$ cat config.mk
export PLATFORM = sky130hd
export DESIGN_NAME = recurring_timer_event_queue_unit
export DESIGN_NICKNAME = d
export VERILOG_FILES = /design/src/hw/rtl/rteq_pkg.sv /design/src/hw/rtl/rteq_ram.sv /design/src/hw/rtl/recurring_timer_event_queue_unit.sv
export VERILOG_INCLUDE_DIRS = /design/src /design/src/hw/rtl
export SDC_FILE = /design/constraint.sdc
export NUM_CORES = 2
export LEC_CHECK = 0
export ABC_AREA = 1
export BUFFER_PORTS_ARGS = -buffer_cell sky130_fd_sc_hd__clkbuf_2
export CAP_MARGIN = 5
export CORE_AREA = 4 4 391 393
export CTS_CLUSTER_DIAMETER = 150
export DETAILED_ROUTE_END_ITERATION = 12
export DIE_AREA = 0 0 395 397
export PLACE_DENSITY = 0.87
export SYNTH_ARGS = -nofsm -noshare
export SYNTH_HDL_FRONTEND = slang
export SYNTH_SLANG_ARGS = --single-unit
$ cat constraint.sdc
create_clock -name clk_i -period 19.3 [get_ports clk_i]
set_clock_uncertainty 0.05 [all_clocks]
set_input_delay 2.895 -clock clk_i [delete_from_list [all_inputs] [get_ports clk_i]]
set_output_delay 2.895 -clock clk_i [all_outputs]
set_load 0.02 [all_outputs]
$ cat src/hw/rtl/recurring_timer_event_queue_unit_assert.svh
// assertion macros for the recurring timer event queue
// used at the end of recurring_timer_event_queue_unit, which provides clk_i and rst_ni
`ifndef RECURRING_TIMER_EVENT_QUEUE_UNIT_ASSERT_SVH
`define RECURRING_TIMER_EVENT_QUEUE_UNIT_ASSERT_SVH

// same-cycle implication
`define RTEQ_ASSERT_NOW(label, ante, cons, msg) \
  label: assert property (@(posedge clk_i) disable iff (!rst_ni) (ante) |-> (cons)) \
    else $error(msg);

// next-cycle implication
`define RTEQ_ASSERT_NEXT(label, ante, cons, msg) \
  label: assert property (@(posedge clk_i) disable iff (!rst_ni) (ante) |=> (cons)) \
    else $error(msg);

`endif

$ cat src/hw/rtl/rteq_pkg.sv
// package for the recurring timer event queue: word types, slot record, codes
// no dependencies
package rteq_pkg;

  localparam int SlotsDefault = 16;
  localparam int MaxRes       = 16;

  localparam logic [30:0] CycleLimit = 31'(1024 * 1024 * 1024);

  localparam logic [1:0] OpTick   = 2'd0;
  localparam logic [1:0] OpAdd    = 2'd1;
  localparam logic [1:0] OpDeact  = 2'd2;

  localparam logic [1:0] KindAdded = 2'd0;
  localparam logic [1:0] KindFired = 2'd1;
  localparam logic [1:0] KindLimit = 2'd2;
  localparam logic [1:0] KindError = 2'd3;

  localparam logic [1:0] ActNull = 2'd0;

  typedef struct packed {
    logic [1:0]  opcode;
    logic [30:0] delay;
    logic [15:0] proc_id;
    logic [1:0]  action;
    logic [30:0] period;
    logic [3:0]  handle;
  } in_word_t;

  typedef struct packed {
    logic [1:0]  kind;
    logic [1:0]  fired_action;
    logic [15:0] fired_pid;
    logic [3:0]  slot;
    logic        last;
  } out_word_t;

  typedef struct packed {
    logic [30:0] expiry;
    logic [31:0] order;
    logic [30:0] period;
    logic [15:0] pid;
    logic [1:0]  action;
  } slot_rec_t;

endpackage

$ cat src/hw/rtl/rteq_ram.sv
// generic single write port, single read port ram with registered read data
// no dependencies
module rteq_ram #(
  parameter int WIDTH = 8,
  parameter int DEPTH = 16
) (
  input  logic                     clk_i,
  input  logic                     we_i,
  input  logic [$clog2(DEPTH)-1:0] waddr_i,
  input  logic [WIDTH-1:0]         wdata_i,
  input  logic [$clog2(DEPTH)-1:0] raddr_i,
  output logic [WIDTH-1:0]         rdata_o
);

  logic [WIDTH-1:0] mem_q [DEPTH];
  logic [WIDTH-1:0] rdata_q;

  always_ff @(posedge clk_i) begin
    if (we_i) begin
      mem_q[waddr_i] <= wdata_i;
    end
    rdata_q <= mem_q[raddr_i];
  end

  assign rdata_o = rdata_q;

endmodule

$ cat src/hw/rtl/recurring_timer_event_queue_unit.sv
// Recurring timer event queue: keeps a 31-bit cycle counter and a table of SLOTS timer
// events (expiry, pid, action, period) in one ram, with a valid flip-flop per slot. A tick
// word advances the counter and fires expired events earliest first, equal expiries in
// insertion order, up to 16 results per tick; recurring events are re-armed at now plus
// period. A tick scans the slot table sequentially through the single ram read port (one
// slot per cycle, with registered read data), then fires the best candidate and rescans
// after each firing. An add searches for the lowest free slot, one valid bit per cycle;
// a deactivate rewrites the slot's action to null. Output stalls can hold fire and flush.
// No clearing pass after reset.
// depends on rteq_pkg, rteq_ram and recurring_timer_event_queue_unit_assert.svh
module recurring_timer_event_queue_unit #(
  parameter int SLOTS = rteq_pkg::SlotsDefault
) (
  input  logic                clk_i,
  input  logic                rst_ni,
  input  logic                in_valid_i,
  output logic                in_stall_o,
  input  rteq_pkg::in_word_t  in_word_i,
  output logic                out_valid_o,
  input  logic                out_stall_i,
  output rteq_pkg::out_word_t out_word_o
);

  import rteq_pkg::*;

  `include "recurring_timer_event_queue_unit_assert.svh"

  localparam int IdxW  = $clog2(SLOTS);
  localparam int CntW  = $clog2(SLOTS + 1);
  localparam int ResW  = $clog2(MaxRes + 1);
  localparam int RecW  = $bits(slot_rec_t);

  localparam logic [2:0] StIdle     = 3'd0;
  localparam logic [2:0] StDispatch = 3'd1;
  localparam logic [2:0] StScan     = 3'd2;
  localparam logic [2:0] StFire     = 3'd3;
  localparam logic [2:0] StFind     = 3'd4;
  localparam logic [2:0] StDeact    = 3'd5;
  localparam logic [2:0] StFlush    = 3'd6;

  logic [2:0]       state_q, state_d;
  in_word_t         item_q, item_d;
  logic [30:0]      now_q, now_d;
  logic [31:0]      insert_q, insert_d;
  logic [SLOTS-1:0] valid_q, valid_d;
  logic [CntW-1:0]  scan_q, scan_d;
  logic             best_found_q, best_found_d;
  logic [IdxW-1:0]  best_idx_q, best_idx_d;
  slot_rec_t        best_rec_q, best_rec_d;
  logic [31:0]      best_age_q, best_age_d;
  logic [ResW-1:0]  res_cnt_q, res_cnt_d;
  logic [IdxW-1:0]  fidx_q, fidx_d;
  logic [30:0]      add_exp_q, add_exp_d;
  out_word_t        pend_q, pend_d;
  logic             pend_valid_q, pend_valid_d;
  out_word_t        out_q, out_d;
  logic             out_valid_q, out_valid_d;

  // shared adder: now plus one, delay or period
  logic [30:0] add_b;
  logic [31:0] sum;
  logic        sum_over;

  logic            ram_we;
  logic [IdxW-1:0] ram_waddr;
  slot_rec_t       ram_wdata;
  logic [IdxW-1:0] ram_raddr;
  logic [RecW-1:0] ram_rdata_raw;
  slot_rec_t       ram_rdata;

  logic [IdxW-1:0] hidx;
  logic            bad_handle;
  logic [IdxW-1:0] eidx;
  logic            cand;
  logic [31:0]     cand_age;
  logic            take;
  logic            out_free;
  logic            can_emit;
  logic            res_load;
  out_word_t       res_word;
  logic            firing;
  logic            in_accept;

  assign ram_rdata = slot_rec_t'(ram_rdata_raw);

  rteq_ram #(
    .WIDTH (RecW),
    .DEPTH (SLOTS)
  ) u_slot_ram (
    .clk_i   (clk_i),
    .we_i    (ram_we),
    .waddr_i (ram_waddr),
    .wdata_i (RecW'(ram_wdata)),
    .raddr_i (ram_raddr),
    .rdata_o (ram_rdata_raw)
  );

  assign hidx       = IdxW'(item_q.handle);
  assign bad_handle = (9'(item_q.handle) >= 9'(SLOTS)) || !valid_q[hidx];

  assign sum      = {1'b0, now_q} + {1'b0, add_b};
  assign sum_over = sum > {1'b0, CycleLimit};

  // scan evaluates the slot whose read was issued in the previous cycle
  assign eidx     = IdxW'(scan_q - CntW'(1));
  assign cand_age = insert_q - ram_rdata.order;
  assign cand     = valid_q[eidx] && (ram_rdata.expiry <= now_q);
  assign take     = cand && (!best_found_q || (ram_rdata.expiry < best_rec_q.expiry) ||
                    ((ram_rdata.expiry == best_rec_q.expiry) && (cand_age > best_age_q)));

  assign out_free = !out_valid_q || !out_stall_i;
  assign can_emit = !pend_valid_q || out_free;

  assign ram_raddr = (state_q == StDispatch) ? hidx : IdxW'(scan_q);

  always_comb begin
    state_d      = state_q;
    item_d       = item_q;
    now_d        = now_q;
    insert_d     = insert_q;
    valid_d      = valid_q;
    scan_d       = scan_q;
    best_found_d = best_found_q;
    best_idx_d   = best_idx_q;
    best_rec_d   = best_rec_q;
    best_age_d   = best_age_q;
    res_cnt_d    = res_cnt_q;
    fidx_d       = fidx_q;
    add_exp_d    = add_exp_q;
    pend_d       = pend_q;
    pend_valid_d = pend_valid_q;
    out_d        = out_q;
    out_valid_d  = out_valid_q;
    add_b        = 31'd1;
    ram_we       = 1'b0;
    ram_waddr    = best_idx_q;
    ram_wdata    = best_rec_q;
    res_load     = 1'b0;
    res_word     = '0;

    if (out_valid_q && !out_stall_i) begin
      out_valid_d = 1'b0;
    end

    unique case (state_q)
      StIdle: begin
        if (in_valid_i) begin
          item_d  = in_word_i;
          state_d = StDispatch;
        end
      end

      StDispatch: begin
        unique case (item_q.opcode)
          OpTick: begin
            if (now_q >= CycleLimit) begin
              res_load      = 1'b1;
              res_word.kind = KindLimit;
              state_d       = StFlush;
            end else begin
              now_d        = sum[30:0];
              res_cnt_d    = '0;
              scan_d       = '0;
              best_found_d = 1'b0;
              state_d      = StScan;
            end
          end
          OpAdd: begin
            add_b = item_q.delay;
            if (sum_over) begin
              res_load      = 1'b1;
              res_word.kind = KindLimit;
              state_d       = StFlush;
            end else begin
              add_exp_d = sum[30:0];
              fidx_d    = '0;
              state_d   = StFind;
            end
          end
          OpDeact: begin
            if (bad_handle) begin
              res_load      = 1'b1;
              res_word.kind = KindError;
              state_d       = StFlush;
            end else begin
              state_d = StDeact;
            end
          end
          default: begin
            state_d = StIdle;
          end
        endcase
      end

      StScan: begin
        if (scan_q != '0 && take) begin
          best_found_d = 1'b1;
          best_idx_d   = eidx;
          best_rec_d   = ram_rdata;
          best_age_d   = cand_age;
        end
        if (scan_q == CntW'(SLOTS)) begin
          state_d = StFire;
        end else begin
          scan_d = scan_q + CntW'(1);
        end
      end

      StFire: begin
        add_b = best_rec_q.period;
        if (!best_found_q) begin
          state_d = StFlush;
        end else if (can_emit) begin
          res_word.fired_action = best_rec_q.action;
          res_word.fired_pid    = best_rec_q.pid;
          res_word.slot         = 4'(best_idx_q);
          if (best_rec_q.period != '0 && sum_over) begin
            valid_d[best_idx_q] = 1'b0;
            res_load            = 1'b1;
            res_word.kind       = KindLimit;
          end else begin
            if (best_rec_q.period != '0) begin
              ram_we           = 1'b1;
              ram_wdata.expiry = sum[30:0];
              ram_wdata.order  = insert_q;
              insert_d         = insert_q + 32'd1;
            end else begin
              valid_d[best_idx_q] = 1'b0;
            end
            res_load      = best_rec_q.action != ActNull;
            res_word.kind = KindFired;
          end
          if (res_load) begin
            res_cnt_d = res_cnt_q + ResW'(1);
          end
          // rescan the table for the next expired event
          scan_d       = '0;
          best_found_d = 1'b0;
          state_d      = (res_cnt_d == ResW'(MaxRes)) ? StFlush : StScan;
        end
      end

      StFind: begin
        if (!valid_q[fidx_q]) begin
          ram_we            = 1'b1;
          ram_waddr         = fidx_q;
          ram_wdata.expiry  = add_exp_q;
          ram_wdata.order   = insert_q;
          ram_wdata.period  = item_q.period;
          ram_wdata.pid     = item_q.proc_id;
          ram_wdata.action  = item_q.action;
          insert_d          = insert_q + 32'd1;
          valid_d[fidx_q]   = 1'b1;
          res_load          = 1'b1;
          res_word.kind     = KindAdded;
          res_word.slot     = 4'(fidx_q);
          state_d           = StFlush;
        end else if (fidx_q == IdxW'(SLOTS - 1)) begin
          res_load      = 1'b1;
          res_word.kind = KindError;
          state_d       = StFlush;
        end else begin
          fidx_d = fidx_q + IdxW'(1);
        end
      end

      StDeact: begin
        ram_we           = 1'b1;
        ram_waddr        = hidx;
        ram_wdata        = ram_rdata;
        ram_wdata.action = ActNull;
        state_d          = StIdle;
      end

      StFlush: begin
        if (!pend_valid_q) begin
          state_d = StIdle;
        end else if (out_free) begin
          out_d        = pend_q;
          out_d.last   = 1'b1;
          out_valid_d  = 1'b1;
          pend_valid_d = 1'b0;
          state_d      = StIdle;
        end
      end

      default: begin
        state_d = StIdle;
      end
    endcase

    // a new result pushes the held one out; the held one is last only at flush
    if (res_load) begin
      if (pend_valid_q) begin
        out_d       = pend_q;
        out_valid_d = 1'b1;
      end
      pend_d       = res_word;
      pend_valid_d = 1'b1;
    end
  end

  always_ff @(posedge clk_i or negedge rst_ni) begin
    if (!rst_ni) begin
      state_q      <= StIdle;
      now_q        <= '0;
      insert_q     <= '0;
      valid_q      <= '0;
      scan_q       <= '0;
      best_found_q <= 1'b0;
      res_cnt_q    <= '0;
      fidx_q       <= '0;
      pend_valid_q <= 1'b0;
      out_valid_q  <= 1'b0;
    end else begin
      state_q      <= state_d;
      now_q        <= now_d;
      insert_q     <= insert_d;
      valid_q      <= valid_d;
      scan_q       <= scan_d;
      best_found_q <= best_found_d;
      res_cnt_q    <= res_cnt_d;
      fidx_q       <= fidx_d;
      pend_valid_q <= pend_valid_d;
      out_valid_q  <= out_valid_d;
    end
  end

  always_ff @(posedge clk_i) begin
    item_q     <= item_d;
    best_idx_q <= best_idx_d;
    best_rec_q <= best_rec_d;
    best_age_q <= best_age_d;
    add_exp_q  <= add_exp_d;
    pend_q     <= pend_d;
    out_q      <= out_d;
  end

  assign in_stall_o  = state_q != StIdle;
  assign out_valid_o = out_valid_q;
  assign out_word_o  = out_q;

  assign firing    = (state_q == StFire) && best_found_q;
  assign in_accept = in_valid_i && !in_stall_o;

  `RTEQ_ASSERT_NOW(a_now_limit, 1'b1, now_q <= CycleLimit, "cycle counter past its limit")
  `RTEQ_ASSERT_NOW(a_res_bound, 1'b1, res_cnt_q <= ResW'(MaxRes), "too many results")
  `RTEQ_ASSERT_NOW(a_fire_valid, firing, valid_q[best_idx_q], "firing a free slot")
  `RTEQ_ASSERT_NOW(a_accept_clean, in_accept, !pend_valid_q, "word accepted, result held")

endmodule
==> flow_metrics.py <==
metrics = {
    "outcome": {
        "status": "finished, violations left",
        "violations": "capacitance limit, slew limit",
    },
    "timing": {
        "rsz0062_at_grt": "no",
        "hold_viol": 0,
        "fmax_mhz": 123,
        "fin_crit_sh": 0.421,
        "max-slew-margin-rel": -0.00511,
        "worstMarginPinSlew_ns": 1.50,
        "timing.hold.ws_ns": 0.383,
        "finalMaxSlewViolations": 17,
        "tns_ns": 0,
        "setup_violations": 0,
        "fin_crit_ns": 8.12,
    },
    "yosys": {
        "synth_nets": 8236,
        "ys_seq_area_frac": 0.702,
        "synth_area_leader_cell": "edfxtp_1",
        "syn_inst": 7975,
        "async_reset_ff_frac": 0.0427,
        "ys_types": 61,
        "synth_area_um2": 96800,
        "synth_edf_count": 2106,
        "ys_ff_latch": 2317,
        "synth_area_leaders": "edfxtp_1, o21ai_0, nor2_1, o221ai_1, nand2_1",
        "synth.avg_cell_area_um2": 12.1,
        "synthFlopType": "edfxtp_1",
        "synth_top_area_frac": 0.653,
        "yosys_warnings": 0,
    },
    "worst_setup_path": {
        "crit_required_ns": 19.70,
        "ff2ff_setup_slack_ns": 11.18,
        "r2r_start": "state_q[0]$_DFFE_PN0P_",
        "crit_start": "state_q[0]$_DFFE_PN0P_",
        "crit_top_cell": "nand2_1",
        "critPathArrivalTime_ns": 8.52,
        "cp_slowest_stage_delay_ns": 0.89,
        "end_kind": "register",
        "cp_max_fo": 50,
        "worst-setup-path-type": "reg -> reg",
        "rr_endpoint": "u_slot_ram.mem_q[3][108]$_DFFE_PP_",
        "cp-start-kind": "register",
        "crit_slowest_cell": "buf_4",
        "endpoint": "u_slot_ram.mem_q[3][108]$_DFFE_PP_",
        "reg2reg_depth": 33,
    },
    "pwr": {
        "power_w": 0.0180,
        "power_frac_comb": 0.365,
        "p_leak_nw": 36.7,
        "intPower_w": 0.0108,
        "ir_drop_v": 0.000202,
        "p_clk_frac": 0.239,
        "swShare": 0.401,
        "seq_power_share": 0.396,
        "p_sw_w": 0.00722,
        "powerDensity_nw_per_um2": 169,
    },
    "clocking": {
        "postCtsHoldBufs": 0,
        "htreeDepth": 4,
        "cts_resized": 0,
        "cts_setup_buffers": 0,
        "cts_buffers": 210,
        "insertion_delay_ns": 0.86,
        "clk_pin_slew_worst_paths_ns": 0.06,
        "cts_sinks": 2317,
        "cts_tree": "yes",
        "cts_root_buf": "clkbuf_16",
        "max-clock-path-buffers": 3,
    },
    "floorplanning": {
        "rows": 142,
        "start_util": 0.648,
        "die_w_um": 395,
        "die_h_um": 397,
        "dieArea_um2": 157000,
        "coreArea_um2": 149000,
        "io_pins": 117,
    },
    "global_routing": {
        "overflow": 0,
        "grt_antenna_before_repair": 10,
        "grt_first_pass_wirelength_mm": 422,
        "grt_pass1_vias": 69300,
        "grt_usage": 0.356,
        "grt_max_degree": 239,
    },
    "job": {
        "cap_viol_max_count": 1,
    },
    "routing": {
        "remaining_drc_errors": 0,
        "drt-vias-per-instance": 6.97,
        "drt_wl_total_mm": 285,
        "final_antenna_net_count": 0,
        "first_pass_iters": 8,
        "routedWlPerCell_um": 28.2,
        "drt_iter0_drc": 12800,
        "routed-via-count": 70600,
    },
    "cells_and_area": {
        "nets": 8187,
        "layout_commonest_cell": "edfxtp_1",
        "final_cell_mix": "edfxtp_1, o21ai_0, nor2_1",
        "drive_gt1_frac": 0.0743,
        "syn_to_final_growth_pct": 9.80,
        "final.fill_count": 8855,
        "fin_cells": 10100,
    },
    "min_path": {
        "hold_depth": 0,
        "worstHoldStart": "u_slot_ram.rdata_o[13]$_DFF_P_",
        "hold_class": "reg -> reg",
    },
    "placed_design": {
        "placed_cells": 9723,
        "numPortBuffers": 116,
        "gp_congestion": 0.957,
        "place_hpwl_mm": 152,
    },
}
==> cell type report <==
class / count / area [µm²] / share of cell area
multi-input combinational: 4703 / 25400 / 0.239
clock buffer: 294 / 5920 / 0.0557
timing repair buffer: 212 / 1420 / 0.0133
inverter: 482 / 1840 / 0.0173
antenna: 5 / 12.5 / 0.000118
sequential: 2317 / 68000 / 0.639
tap: 2016 / 2520 / 0.0237
clock inverter: 104 / 1210 / 0.0114
==> worst min path at each step <==
stage,to
6_report,best_rec_q[13]$_DFFE_PP_
5_1_grt,best_rec_q[37]$_DFFE_PP_
4_1_cts,best_rec_q[1]$_DFFE_PP_
3_5_place_dp,best_rec_q[1]$_DFFE_PP_
3_3_place_gp,best_rec_q[1]$_DFFE_PP_
2_1_floorplan,best_rec_q[0]$_DFFE_PP_
==> sequential cells by signal, indices dropped and copies added, names as in the netlist, named ones only <==
name	count
state_q	3
hidx	4
add_exp_q	31
res_cnt_q	5
valid_q	16
best_found_q	1
scan_q	5
u_slot_ram.mem_q	1792
best_age_q	32
pend_valid_q	1
item_q	82
out_valid_o	1
fidx_q	4
pend_q	24
u_slot_ram.rdata_o	112
best_rec_q	112
best_idx_q	4
now_q	31
insert_q	32
==> cell usage after synthesis, types with 7 or more instances <==
cell type	instances
edfxtp_1	2106
o21ai_0	1147
nor2_1	1114
nand2_1	794
inv_1	464
clkbuf_1	436
o221ai_1	341
a21oi_1	232
o211ai_1	209
nand3_1	201
ha_1	169
o22ai_1	129
dfxtp_1	112
dfrtp_1	99
xor2_1	49
nor3_1	46
o21ai_1	37
nand4_1	35
a22oi_1	27
a221oi_1	26
nor4_1	21
buf_2	20
xnor2_1	20
a21boi_0	16
a211oi_1	12
inv_2	12
a21boi_1	10
a31oi_1	10
buf_1	7
==> stage by stage <==
step | setup WS (ns) | cell area [µm²] | utilization
2_1_floorplan | 7.13 | 96800 | -
3_3_place_gp | 11.47 | 99100 | 0.663
3_5_place_dp | 11.32 | 99100 | 0.663
4_1_cts | 11.29 | 106000 | 0.711
5_1_grt | 10.77 | 106000 | 0.711
6_report | 11.18 | 106000 | 0.711
==> kinds of logic (layout without fill, tap and decap cells) <==
family / after synthesis / count (layout) / synth area share
AND/OR/NAND/NOR: 2241 / 2241 / 0.0926
AO/OA/AOI/OAI: 2222 / 2222 / 0.139
other: 0 / 5 / 0
buffers and inverters: 955 / 1092 / 0.0379
XOR/XNOR: 69 / 69 / 0.00624
flip-flops: 2317 / 2317 / 0.702
adder cells (fa/ha/maj): 171 / 171 / 0.0223
==> power by group through the flow <==
stage / logic [W] / registers, W / clock network [W]
after floorplan: 0.00413 / 0.00712 / 0
after global placement: 0.00578 / 0.00719 / 0
after detailed placement: 0.00613 / 0.00721 / 0
after CTS: 0.00630 / 0.00712 / 0.00428
after global routing: 0.00701 / 0.00716 / 0.00451
final: 0.00658 / 0.00714 / 0.00430
==> layer usage <==
metal | GRT usage | vias up | wire length (µm)
li1 | - | 29200 | -
met1 | 0.457 | 33400 | 94700
met2 | 0.552 | 6664 | 131000
met3 | 0.110 | 1280 | 43900
met4 | 0.183 | 8 | 16000
met5 | 0 | - | 57
==> critical path, delay by kind of cell (launching register included) <==
kind | cells | cell delay (ns)
fa+ha+maj | 2 | 0.75
buf+inv | 8 | 2.62
flops | 1 | 0.40
compound gates | 1 | 0.07
simple gates | 22 | 3.81
Note: power is estimated with default switching activity, not from simulation.
